--- src/sv/pssd_pkg.sv ---
`default_nettype none

package pssd_pkg;

  // Sizes of the picture and palette.
  localparam int unsigned PaletteEntries = 256;
  localparam int unsigned MaxPixels      = 65536;

  localparam int unsigned PtrW   = 17;
  localparam int unsigned AreaW  = 17;
  localparam int unsigned WidthW = 9;
  localparam int unsigned HeightW = 8;

  localparam logic [PtrW-1:0] PtrSat = 17'h1FFFF;
  localparam logic [31:0]     WordOnes = 32'hFFFF_FFFF;

  localparam logic [WidthW-1:0]  DefWidth  = 9'd320;
  localparam logic [HeightW-1:0] DefHeight = 8'd200;
  localparam logic [AreaW-1:0]   DefArea   = 17'd64000;

  // Depth of the queue between the front and back parts.
  localparam int unsigned QueueDepth = 4;

  // Request action codes.
  localparam logic [1:0] ActBody    = 2'd0;
  localparam logic [1:0] ActPalette = 2'd1;
  localparam logic [1:0] ActNewPic  = 2'd2;

  // Commands passed from the front part to the back part.
  typedef enum logic [1:0] {
    CmdPixel   = 2'd0,
    CmdPalette = 2'd1,
    CmdDone    = 2'd2
  } cmd_op_e;

  typedef struct packed {
    logic [1:0] action;
    logic [7:0] body_byte;
    logic [7:0] palette_slot;
    logic [5:0] red_in;
    logic [5:0] green_in;
    logic [5:0] blue_in;
  } in_req_t;

  typedef struct packed {
    logic [15:0] pixel_address;
    logic [7:0]  red_out;
    logic [7:0]  green_out;
    logic [7:0]  blue_out;
    logic [7:0]  alpha_out;
    logic        picture_done;
    logic        address_error;
  } out_req_t;

  typedef struct packed {
    cmd_op_e         op;
    logic [PtrW-1:0] addr;
    logic [7:0]      sel;
    logic [17:0]     rgb;
  } cmd_t;

  // Command pushed by the front part into the queue.
  typedef struct packed {
    logic push;
    cmd_t entry;
  } q_push_t;

endpackage

`default_nettype wire

--- src/sv/pssd_queue.sv ---
`default_nettype none

module pssd_queue (
  input  wire logic              clk_i,
  input  wire logic              rst_ni,
  input  wire pssd_pkg::q_push_t push_i,
  output logic                   full_o,
  output logic                   valid_o,
  output pssd_pkg::cmd_t         head_o,
  input  wire logic              pop_i
);
  import pssd_pkg::*;

  localparam int unsigned PW = $clog2(QueueDepth);

  cmd_t            slot_q [QueueDepth];
  logic [PW-1:0]   wr_q, rd_q;
  logic [PW:0]     cnt_q;
  logic            do_pop;

  assign full_o  = (cnt_q == (PW+1)'(QueueDepth));
  assign valid_o = (cnt_q != '0);
  assign head_o  = slot_q[rd_q];
  assign do_pop  = pop_i && valid_o;

  always_ff @(posedge clk_i or negedge rst_ni) begin
    if (!rst_ni) begin
      wr_q  <= '0;
      rd_q  <= '0;
      cnt_q <= '0;
    end else begin
      if (push_i.push) begin
        wr_q <= wr_q + 1'b1;
      end
      if (do_pop) begin
        rd_q <= rd_q + 1'b1;
      end
      if (push_i.push && !do_pop) begin
        cnt_q <= cnt_q + 1'b1;
      end else if (!push_i.push && do_pop) begin
        cnt_q <= cnt_q - 1'b1;
      end
    end
  end

  always_ff @(posedge clk_i) begin
    if (push_i.push) begin
      slot_q[wr_q] <= push_i.entry;
    end
  end

endmodule

`default_nettype wire

--- config.mk ---
export PLATFORM = sky130hd
export DESIGN_NAME = pssd_queue
export DESIGN_NICKNAME = d
export VERILOG_FILES = /design/src/sv/pssd_pkg.sv /design/src/sv/pssd_queue.sv
export SDC_FILE = /design/constraint.sdc
export NUM_CORES = 1
export LEC_CHECK = 0
export ABC_AREA = 1
export BUFFER_PORTS_ARGS = -buffer_cell sky130_fd_sc_hd__buf_2
export CORE_ASPECT_RATIO = 0.6
export CORE_MARGIN = 2
export CORE_UTILIZATION = 62
export DETAILED_ROUTE_END_ITERATION = 8
export MAX_ROUTING_LAYER = met4
export PLACE_DENSITY = 0.85
export SYNTH_ARGS = -nofsm -noshare
export SYNTH_HDL_FRONTEND = slang
export SYNTH_SLANG_ARGS = --single-unit
--- constraint.sdc ---
create_clock -name clk_i -period 3.41 [get_ports clk_i]
set_clock_uncertainty 0.15 [all_clocks]
set_input_delay 0.341 -clock clk_i [delete_from_list [all_inputs] [get_ports clk_i]]
set_output_delay 0.341 -clock clk_i [all_outputs]
set_load 0.02 [all_outputs]
==> results_dict.tcl <==
set metrics [dict create \
    critPathMaxStageDelay_ns 0.67 \
    setup_violations 0 \
    seqPwrFrac_pct 39.6 \
    holdPathStages 1 \
    grt_pass1_wl_um 23800 \
    initial_core_util_pct 63.0 \
    crit_start "rd_q[1]" \
    clock_path_buffers 2 \
    yosysUniqueCellTypes 20 \
    overflow 0 \
    fp.dieH_um 89.5 \
    pre_cts_ws_ns 1.33 \
    critical_path.top_delay_family "buffers and inverters" \
    clk_pin_slew_ns 0.07 \
    status "complete, no violations" \
    numCtsBuffers 17 \
    cp.arrival_ns 2.08 \
    yosysTopAreaCell "edfxtp_1" \
    period_needed_ns 2.57 \
    worstMarginPinSlew_ns 0.927 \
    drt-total-wl_um 15000 \
    worst_setup_path_start_kind "register" \
    hold_start "push_i[34]" \
    hold_end "slot_q[2][34]" \
    wl_per_cell_um 16.8 \
    port_buffers 95 \
    crit_fanout 46 \
    syn_area_um2 7550 \
    core_area_um2 12000 \
    tns_ns 0 \
    crit_chain "inv_2 > o211ai_1 > nand2_1 > buf_2" \
    finalMaxSlewViolations 0 \
    nets 772 \
    r2r_end "slot_q[2][36]" \
    maxCapViolations 0 \
    crit_slowest_cell "inv_2" \
    fin_crit_sh_pct 75.3 \
    fin_util_pct 76.3 \
    vias_per_cell 5.31 \
    cts_sinks 187 \
    vias 4748 \
    ys_ff_latch 187 \
    rsz0062_at_grt "false" \
    swShare_pct 37.7 \
    peakVddDrop_mv 0.554 \
    finalWeightedCongestion 0.743 \
    crit_type "reg -> out" \
    seq_area_frac_synth_pct 73.9 \
    drcViolationCount 0 \
    p_int_uw 4950 \
    htreeDepth 4 \
    rrSetupSlack_ns 1.38 \
    clock_power_share_pct 24.7 \
    clock.fmax_mhz 390 \
    post-route-worst-setup-slack_ns 0.844 \
    ys_warn_count 0 \
    diodes 0 \
    p_leak_uw 0.00377 \
    grt_max_degree 110 \
    syn_inst 579 \
    fillers 696 \
    cts_tree "yes" \
    yosys-top-cells-area "edfxtp_1, o211ai_1, nand2_1, inv_1, dfrtp_1" \
    drive_above_1_share_pct 19.7 \
    clockRootBuffer "clkbuf_16" \
    crit_required_ns 2.92 \
    synth_top_area_share_pct 71.6 \
    power_density_nw_per_um2 868 \
    cp-end-kind "output pin" \
    grt_antenna_before_repair 0 \
    io_pins 96 \
    power.total_uw 7940 \
    cts_resized 0 \
    p_sw_uw 2990 \
    clock_latency_ns 0.42 \
    syn_nets 634 \
    hold_class "in -> reg" \
    timing.critical_path.buf_inv 2 \
    r2r_start "wr_q[0]" \
    p_comb_share_pct 35.7 \
    grt_usage_pct 25.2 \
    max-slew-margin-rel_pct 38.1 \
    rows 31 \
    drtPass1Iterations 5 \
    syn_avg_cell_area_um2 13.0 \
    dp_hpwl_um 8690 \
    rr_worst_depth 5 \
    ant_nets 0 \
    drtIter0Drc 338 \
    grt_pass1_vias 4741 \
    design_area_um2 9150 \
    placed_area_um2 8140 \
    area_growth_pct 21.1 \
    die_x_um 146 \
    die_area_um2 13100 \
    finalHoldViolCount 0 \
]
-- per-layer routing --
metal,vias up,routed length [um],global-route usage [%]
met4,0,160,8.38
met5,-,0,-
met3,15,994,5.51
met2,175,7470,42.7
li1,2285,-,-
met1,2273,6400,31.2
-- repair_timing --
action,CTS,global route
setup buffers,0,0
hold endpoints to repair,168,0
endpoints found under the setup margin,0,0
hold buffers,42,0
-- cell families (layout without fill, tap and decap cells) --
group | after synthesis | after routing | synth area share (%)
XOR/XNOR | 2 | 2 | 0.232
AO/OA/AOI/OAI | 91 | 91 | 9.01
adder cells (fa/ha/maj) | 6 | 6 | 1.09
flip-flops | 187 | 187 | 73.9
AND/OR/NAND/NOR | 161 | 161 | 8.10
buffers and inverters | 132 | 283 | 7.66
-- power by group through the flow --
stage	logic, uW	registers (uW)	clock network [uW]
CTS	2840	3140	1970
global route	3140	3170	2080
finish	2830	3140	1960
floorplan	2000	3160	0
detailed placement	2780	3190	0
global placement	2680	3160	0
-- area by class of cell --
cell class                 instances  area, um2  share of cell area [%]
sequential                       187       5580                    61.0
multi-input combinational        260       1390                    15.2
timing repair buffer             148        991                    10.8
clock buffer                      17        425                    4.65
inverter                         103        389                    4.25
tap                              165        206                    2.26
clock inverter                    15        160                    1.75
-- cell usage after synthesis --
library cell,instances
o21ai_1,1
buf_2,6
nand3_1,3
ha_1,5
buf_6,10
nand4_1,1
fa_1,1
xnor2_1,1
dfrtp_1,7
inv_2,3
nand2_1,155
inv_1,99
nor3_1,1
o211ai_1,90
clkbuf_1,9
nor2_1,1
edfxtp_1,180
clkinv_1,1
buf_1,4
xor2_1,1
-- how the worst max path moves through the flow --
| stage | to | slack [ns] | cells after the start |
|---|---|---|---|
| floorplan | slot_q[2][0] | 1.31 | 4 |
| global placement | head_o[15] | 1.38 | 4 |
| detailed placement | head_o[11] | 1.33 | 4 |
| CTS | head_o[20] | 0.86 | 4 |
| global route | head_o[8] | 0.68 | 4 |
| finish | head_o[8] | 0.84 | 4 |
-- layout by cell type (no fill, tap or decap) --
cell | synthesis | layout
edfxtp_1 | 180 | 180
nand2_1 | 155 | 155
inv_1 | 99 | 95
buf_2 | 6 | 95
o211ai_1 | 90 | 90
dlygate4sd3_1 | 0 | 42
clkbuf_16 | 0 | 17
buf_4 | 0 | 10
inv_2 | 3 | 6
dfrtp_1 | 7 | 6
ha_1 | 5 | 5
inv_6 | 0 | 5
nand3_1 | 3 | 3
clkinv_1 | 1 | 3
bufinv_16 | 0 | 2
clkinvlp_4 | 0 | 2
clkinv_4 | 0 | 2
inv_4 | 0 | 1
nor2_1 | 1 | 1
nor3_1 | 1 | 1
xnor2_1 | 1 | 1
xor2_1 | 1 | 1
o21ai_1 | 1 | 1
nand4_1 | 1 | 1
fa_1 | 1 | 1
clkinv_2 | 0 | 1
inv_8 | 0 | 1
buf_12 | 0 | 1
dfrtp_2 | 0 | 1
-- metrics by stage --
stage	hold WS (ns)	instances
after floorplan	-0.105	579
after global placement	0.0408	821
after detailed placement	0.0451	821
after CTS	0.00541	895
after global routing	0.00235	895
final	0.0164	895
-- sequential cells by signal (all words and copies together) (netlist names) --
signal,count
rd_q,2
slot_q,180
cnt_q,3
wr_q,2
No activity file was read; power rests on OpenSTA's default activity.
