--- src/sv/pssd_pkg.sv ---
`default_nettype none

package pssd_pkg;

  // Sizes of the picture and palette.
  localparam int unsigned PaletteEntries = 256;
  localparam int unsigned MaxPixels      = 65536;

  localparam int unsigned PtrW   = 17;
  localparam int unsigned AreaW  = 17;
  localparam int unsigned WidthW = 9;
  localparam int unsigned HeightW = 8;

  localparam logic [PtrW-1:0] PtrSat = 17'h1FFFF;
  localparam logic [31:0]     WordOnes = 32'hFFFF_FFFF;

  localparam logic [WidthW-1:0]  DefWidth  = 9'd320;
  localparam logic [HeightW-1:0] DefHeight = 8'd200;
  localparam logic [AreaW-1:0]   DefArea   = 17'd64000;

  // Depth of the queue between the front and back parts.
  localparam int unsigned QueueDepth = 4;

  // Request action codes.
  localparam logic [1:0] ActBody    = 2'd0;
  localparam logic [1:0] ActPalette = 2'd1;
  localparam logic [1:0] ActNewPic  = 2'd2;

  // Commands passed from the front part to the back part.
  typedef enum logic [1:0] {
    CmdPixel   = 2'd0,
    CmdPalette = 2'd1,
    CmdDone    = 2'd2
  } cmd_op_e;

  typedef struct packed {
    logic [1:0] action;
    logic [7:0] body_byte;
    logic [7:0] palette_slot;
    logic [5:0] red_in;
    logic [5:0] green_in;
    logic [5:0] blue_in;
  } in_req_t;

  typedef struct packed {
    logic [15:0] pixel_address;
    logic [7:0]  red_out;
    logic [7:0]  green_out;
    logic [7:0]  blue_out;
    logic [7:0]  alpha_out;
    logic        picture_done;
    logic        address_error;
  } out_req_t;

  typedef struct packed {
    cmd_op_e         op;
    logic [PtrW-1:0] addr;
    logic [7:0]      sel;
    logic [17:0]     rgb;
  } cmd_t;

  // Command pushed by the front part into the queue.
  typedef struct packed {
    logic push;
    cmd_t entry;
  } q_push_t;

endpackage

`default_nettype wire

--- src/sv/pssd_front.sv ---
`default_nettype none

module pssd_front (
  input  wire logic                   clk_i,
  input  wire logic                   rst_ni,
  input  wire logic                   in_valid_i,
  output logic                        in_ready_o,
  input  wire pssd_pkg::in_req_t      in_req_i,
  input  wire logic                   kind_i,
  input  wire logic [8:0]             width_i,
  input  wire logic                   q_full_i,
  output pssd_pkg::q_push_t           q_push_o
);
  import pssd_pkg::*;

  logic [7:0]      hdr_q [15];
  logic [3:0]      cnt_q, cnt_d;
  logic            in_span_q, in_span_d;
  logic [31:0]     remain_q, remain_d;
  logic [PtrW-1:0] ptr_q, ptr_d;
  logic            fin_q, fin_d;

  logic            accept;
  logic            hdr_wr;
  logic [PtrW-1:0] ptr_inc;
  logic [31:0]     x_w, y_w, off_w, len_w;
  logic signed [41:0] start_s;
  logic [PtrW-1:0] start_sat;

  assign in_ready_o = !q_full_i;
  assign accept     = in_valid_i && !q_full_i;

  assign ptr_inc = (ptr_q == PtrSat) ? ptr_q : ptr_q + 1'b1;

  assign x_w   = {hdr_q[3], hdr_q[2], hdr_q[1], hdr_q[0]};
  assign y_w   = {hdr_q[7], hdr_q[6], hdr_q[5], hdr_q[4]};
  assign off_w = {hdr_q[11], hdr_q[10], hdr_q[9], hdr_q[8]};
  assign len_w = {in_req_i.body_byte, hdr_q[14], hdr_q[13], hdr_q[12]};

  // Span start: signed row times width plus signed column, saturated.
  always_comb begin
    start_s = $signed(y_w) * $signed({1'b0, width_i}) + $signed(x_w);
    if (start_s < 0 || start_s >= 42'sd131071) begin
      start_sat = PtrSat;
    end else begin
      start_sat = start_s[PtrW-1:0];
    end
  end

  always_comb begin
    cnt_d     = cnt_q;
    in_span_d = in_span_q;
    remain_d  = remain_q;
    ptr_d     = ptr_q;
    fin_d     = fin_q;
    hdr_wr    = 1'b0;
    q_push_o.push       = 1'b0;
    q_push_o.entry.op   = CmdPixel;
    q_push_o.entry.addr = ptr_q;
    q_push_o.entry.sel  = in_req_i.body_byte;
    q_push_o.entry.rgb  = {in_req_i.red_in, in_req_i.green_in, in_req_i.blue_in};
    if (accept) begin
      case (in_req_i.action)
        ActPalette: begin
          q_push_o.push      = 1'b1;
          q_push_o.entry.op  = CmdPalette;
          q_push_o.entry.sel = in_req_i.palette_slot;
        end
        ActNewPic: begin
          cnt_d     = '0;
          in_span_d = 1'b0;
          remain_d  = '0;
          ptr_d     = '0;
          fin_d     = 1'b0;
        end
        ActBody: begin
          if (!fin_q) begin
            if (!kind_i) begin
              q_push_o.push = 1'b1;
              ptr_d         = ptr_inc;
            end else if (in_span_q) begin
              q_push_o.push = 1'b1;
              ptr_d         = ptr_inc;
              remain_d      = remain_q - 1'b1;
              if (remain_q == 32'd1) begin
                in_span_d = 1'b0;
              end
            end else begin
              hdr_wr = 1'b1;
              cnt_d  = cnt_q + 1'b1;
              if (cnt_q == 4'd15) begin
                if (off_w == WordOnes && len_w == WordOnes) begin
                  fin_d             = 1'b1;
                  q_push_o.push     = 1'b1;
                  q_push_o.entry.op = CmdDone;
                end else begin
                  ptr_d     = start_sat;
                  remain_d  = len_w;
                  in_span_d = (len_w != '0);
                end
              end
            end
          end
        end
        default: begin
        end
      endcase
    end
  end

  always_ff @(posedge clk_i or negedge rst_ni) begin
    if (!rst_ni) begin
      cnt_q     <= '0;
      in_span_q <= 1'b0;
      remain_q  <= '0;
      ptr_q     <= '0;
      fin_q     <= 1'b0;
    end else begin
      cnt_q     <= cnt_d;
      in_span_q <= in_span_d;
      remain_q  <= remain_d;
      ptr_q     <= ptr_d;
      fin_q     <= fin_d;
    end
  end

  // Header bytes; the final byte is used straight from the request.
  always_ff @(posedge clk_i) begin
    if (hdr_wr && cnt_q != 4'd15) begin
      hdr_q[cnt_q] <= in_req_i.body_byte;
    end
  end

endmodule

`default_nettype wire

--- config.mk ---
export PLATFORM = sky130hd
export DESIGN_NAME = pssd_front
export DESIGN_NICKNAME = d
export VERILOG_FILES = /design/src/sv/pssd_pkg.sv /design/src/sv/pssd_front.sv
export SDC_FILE = /design/constraint.sdc
export NUM_CORES = 1
export LEC_CHECK = 0
export BUFFER_PORTS_ARGS = -buffer_cell sky130_fd_sc_hd__buf_2
export CORE_ASPECT_RATIO = 1.4
export CORE_UTILIZATION = 60
export DETAILED_ROUTE_END_ITERATION = 16
export MAX_ROUTING_LAYER = met4
export PLACE_DENSITY = 0.78
export SYNTH_ARGS = -nofsm -noshare
export SYNTH_HDL_FRONTEND = slang
export SYNTH_SLANG_ARGS = --single-unit
--- constraint.sdc ---
create_clock -name clk_i -period 7.5 [get_ports clk_i]
set_clock_uncertainty 0.1 [all_clocks]
set_input_delay 0.375 -clock clk_i [delete_from_list [all_inputs] [get_ports clk_i]]
set_output_delay 0.375 -clock clk_i [all_outputs]
set_load 0.005 [all_outputs]
==> reports/qor.yml <==
final_cells: 2431
tns_ps: 0
die_x_um: 153.7
synth_fp_nets: 2458
start_kind: "flip-flop"
clock_path_buffers: 2
max_stage_delay_ps: 560
totalWireLength_mm: 49.88
crit_top_cell: "fa_1"
grt_use_met3: 0.03941
setup_viol: 0
drc_errors: 0
finish.net_count: 2446
cp_top_family: "adder cells"
dp_hpwl_mm: 37.78
maxSlewHeadroom: 0.2186
layout-drive-gt1-share: 0.06974
postCtsHoldBufs: 1
drtIter0Drc: 1021
crit_buf_inv: 5
grt_pass1_wl_mm: 82.09
cp_max_fo: 13
critPathSlowestCell: "edfxtp_1"
drt-wirelength-per-cell_um: 20.52
crit_chain: "and2_1, fa_1, inv_1, fa_1, inv_1, fa_1, fa_1, inv_1, fa_1, inv_1, ha_1, a21oi_1, o21ai_0, a221o_1, o211ai_1, a21oi_1, or3_1, a21oi_1, nand4_1, nor3_1, buf_4, o211ai_1"
cap_violations: 0
crit_path_start: "hdr_q[4][5]"
ys_top_cells_by_count: "313 x inv_1, 299 x nand2_1, 273 x fa_1"
grt.busiest_layer: "met2"
ys_dominant_reg_cell: "edfxtp_1"
htreeDepth: 4
finalPower_mw: 5.934
worstSetupPathType: "reg -> reg"
final_antenna_net_count: 0
rr_worst_depth: 22
status: "finished, final reports clean"
die_area_um2: 32940
post_cts_buffers: 0
fin_crit_ps: 6886
drt_pass1_iterations: 5
grtUsageMet2: 0.5858
portBuffers: 60
core_um2: 31600
use_met1: 0.3801
r2r_slack_ps: 610
grt_pass1_vias: 15740
synth-seq-cells: 175
n_antenna_cell: 0
synthCells: 2035
min_path_cells: 3
clk_latency_ps: 470
cp.arrival_ps: 7120
clock.fmax_mhz: 145.2
rsz0062_at_grt: "false"
io_pins: 97
rows: 77
worst_slack_ps: 613.8
irDropWorstVdd_mv: 0.2568
vias_per_cell: 6.005
cts-resized-gates: 0
synth_top_area_cell: "fa_1"
min_period_over_period: 0.9182
pwr_density_cell_nw_per_um2: 290.6
path_depth: 22
tightest_slew_ps: 1161
track_usage: 0.3352
power_leakage_nw: 9.288
synth_top_area_share: 0.2828
grt_max_degree: 60
worstPathRequired_ps: 7730
yosysMostFrequentCell: "inv_1"
cts_tree: "done"
yosys.cell_types.count: 74
synth_edf_count: 120
synthArstFlopShare: 0.3143
clkSlewWorstSetupHoldPaths_ps: 70
cts_buffers: 17
initial_core_util: 0.6115
syn_to_final_growth_pct: 5.672
vias: 14600
clock-sinks: 175
yosys_warnings: 0
drv_slew: 0
dp_slack_ps: 252.2
finalHoldViolations: 0
syn_area_per_cell_um2: 9.496
utilization: 0.6462
synthTopCellsByArea: "fa_1 28%, edfxtp_1 19%, dfrtp_1 7.1%"
end_kind: "flip-flop"
yosysSeqAreaShare: 0.2577
min_path_type: "in -> reg"
gr-total-overflow: 0
antenna_found_initial: 1
root_buffer: "clkbuf_16"
dieHeight_um: 214.3
syn_area_um2: 19320
placedCellCount: 2398
place.gp.congestion: 0.9819
hold_path.startpoint: "kind_i"
r2r-start: "hdr_q[4][5]"
-- area by class of cell --
type                            count  area (um2)
Clock buffer                       19       432.9
Clock inverter                     13       177.7
Fill cell                        2541       11180
Inverter                          313        1175
Multi-Input combinational cell   1431       12660
Sequential cell                   175        4981
Tap cell                          395       494.2
Timing Repair Buffer               85       503.0
-- power breakdown --
group / internal [mW] / leakage, nW / switching [mW] / total, mW
clock network: 0.532 / 0.293 / 0.413 / 0.945
registers: 1.09 / 1.82 / 0.0837 / 1.17
logic: 1.43 / 7.18 / 2.39 / 3.82
-- sequential cells by signal, indices dropped and copies added (netlist names) --
name / count
cnt_q: 4
hdr_q: 120
in_span_q: 1
ptr_q: 17
fin_q: 1
remain_q: 32
-- worst register-to-register path, stage by stage, from the launching register on --
cell and delay, ps:
edfxtp_1 560, and2_1 260, fa_1 530, inv_1 50, fa_1 530, inv_1 50, fa_1 470, fa_1 490
inv_1 50, fa_1 490, inv_1 50, ha_1 350, a21oi_1 240, o21ai_0 180, a221o_1 400, o211ai_1 390
a21oi_1 140, or3_1 320, a21oi_1 240, nand4_1 260, nor3_1 250, buf_4 220, o211ai_1 120
-- placed cells by master (no fill, tap or decap), types with 16 or more instances in the layout --
cell and instances:
and2_1 140, nor4_1 28, fa_1 273, buf_4 23, a21o_1 16, buf_2 60
o21ai_0 76, inv_1 313, ha_1 100, nand4_1 46, nor3_1 35, nor2_1 72
dfrtp_1 54, clkbuf_16 17, a21oi_1 85, edfxtp_1 120, nand3_1 23, xnor2_1 28
xor2_1 17, nand2_1 299
-- cell families after synthesis --
logic type	Yosys count	synth area share
and+or+nand+nor	695	0.1761
buffers and inverters	429	0.08754
adders and majority gates	373	0.3476
AOI/OAI and AO/OA	289	0.09467
DFF	175	0.2577
xor gates and xnor gates	45	0.02040
muxes	29	0.01599
-- through the flow --
step / instance area [um2] / hold slack (ps)
detailed placement: 19800 / 385.3
finish: 20420 / 175.1
global route: 20420 / 190.5
global placement: 19800 / 372.6
floorplan: 19320 / -20.59
CTS: 20420 / 155.7
-- final timing paths --
check                               end
setup reg to reg               ptr_q[7]
setup / recovery               ptr_q[7]
max in group asynchronous     in_span_q
hold / removal                 ptr_q[6]
hold reg to reg            remain_q[23]
min in group asynchronous  remain_q[23]
-- routing by layer --
layer / part of all wire / vias to the layer above
met5: 0 / -
met1: 0.37 / 7383
met2: 0.53 / 446
met4: 0.045 / 0
met3: 0.049 / 152
li1: - / 6618
Power figures use the tool's default switching activity.
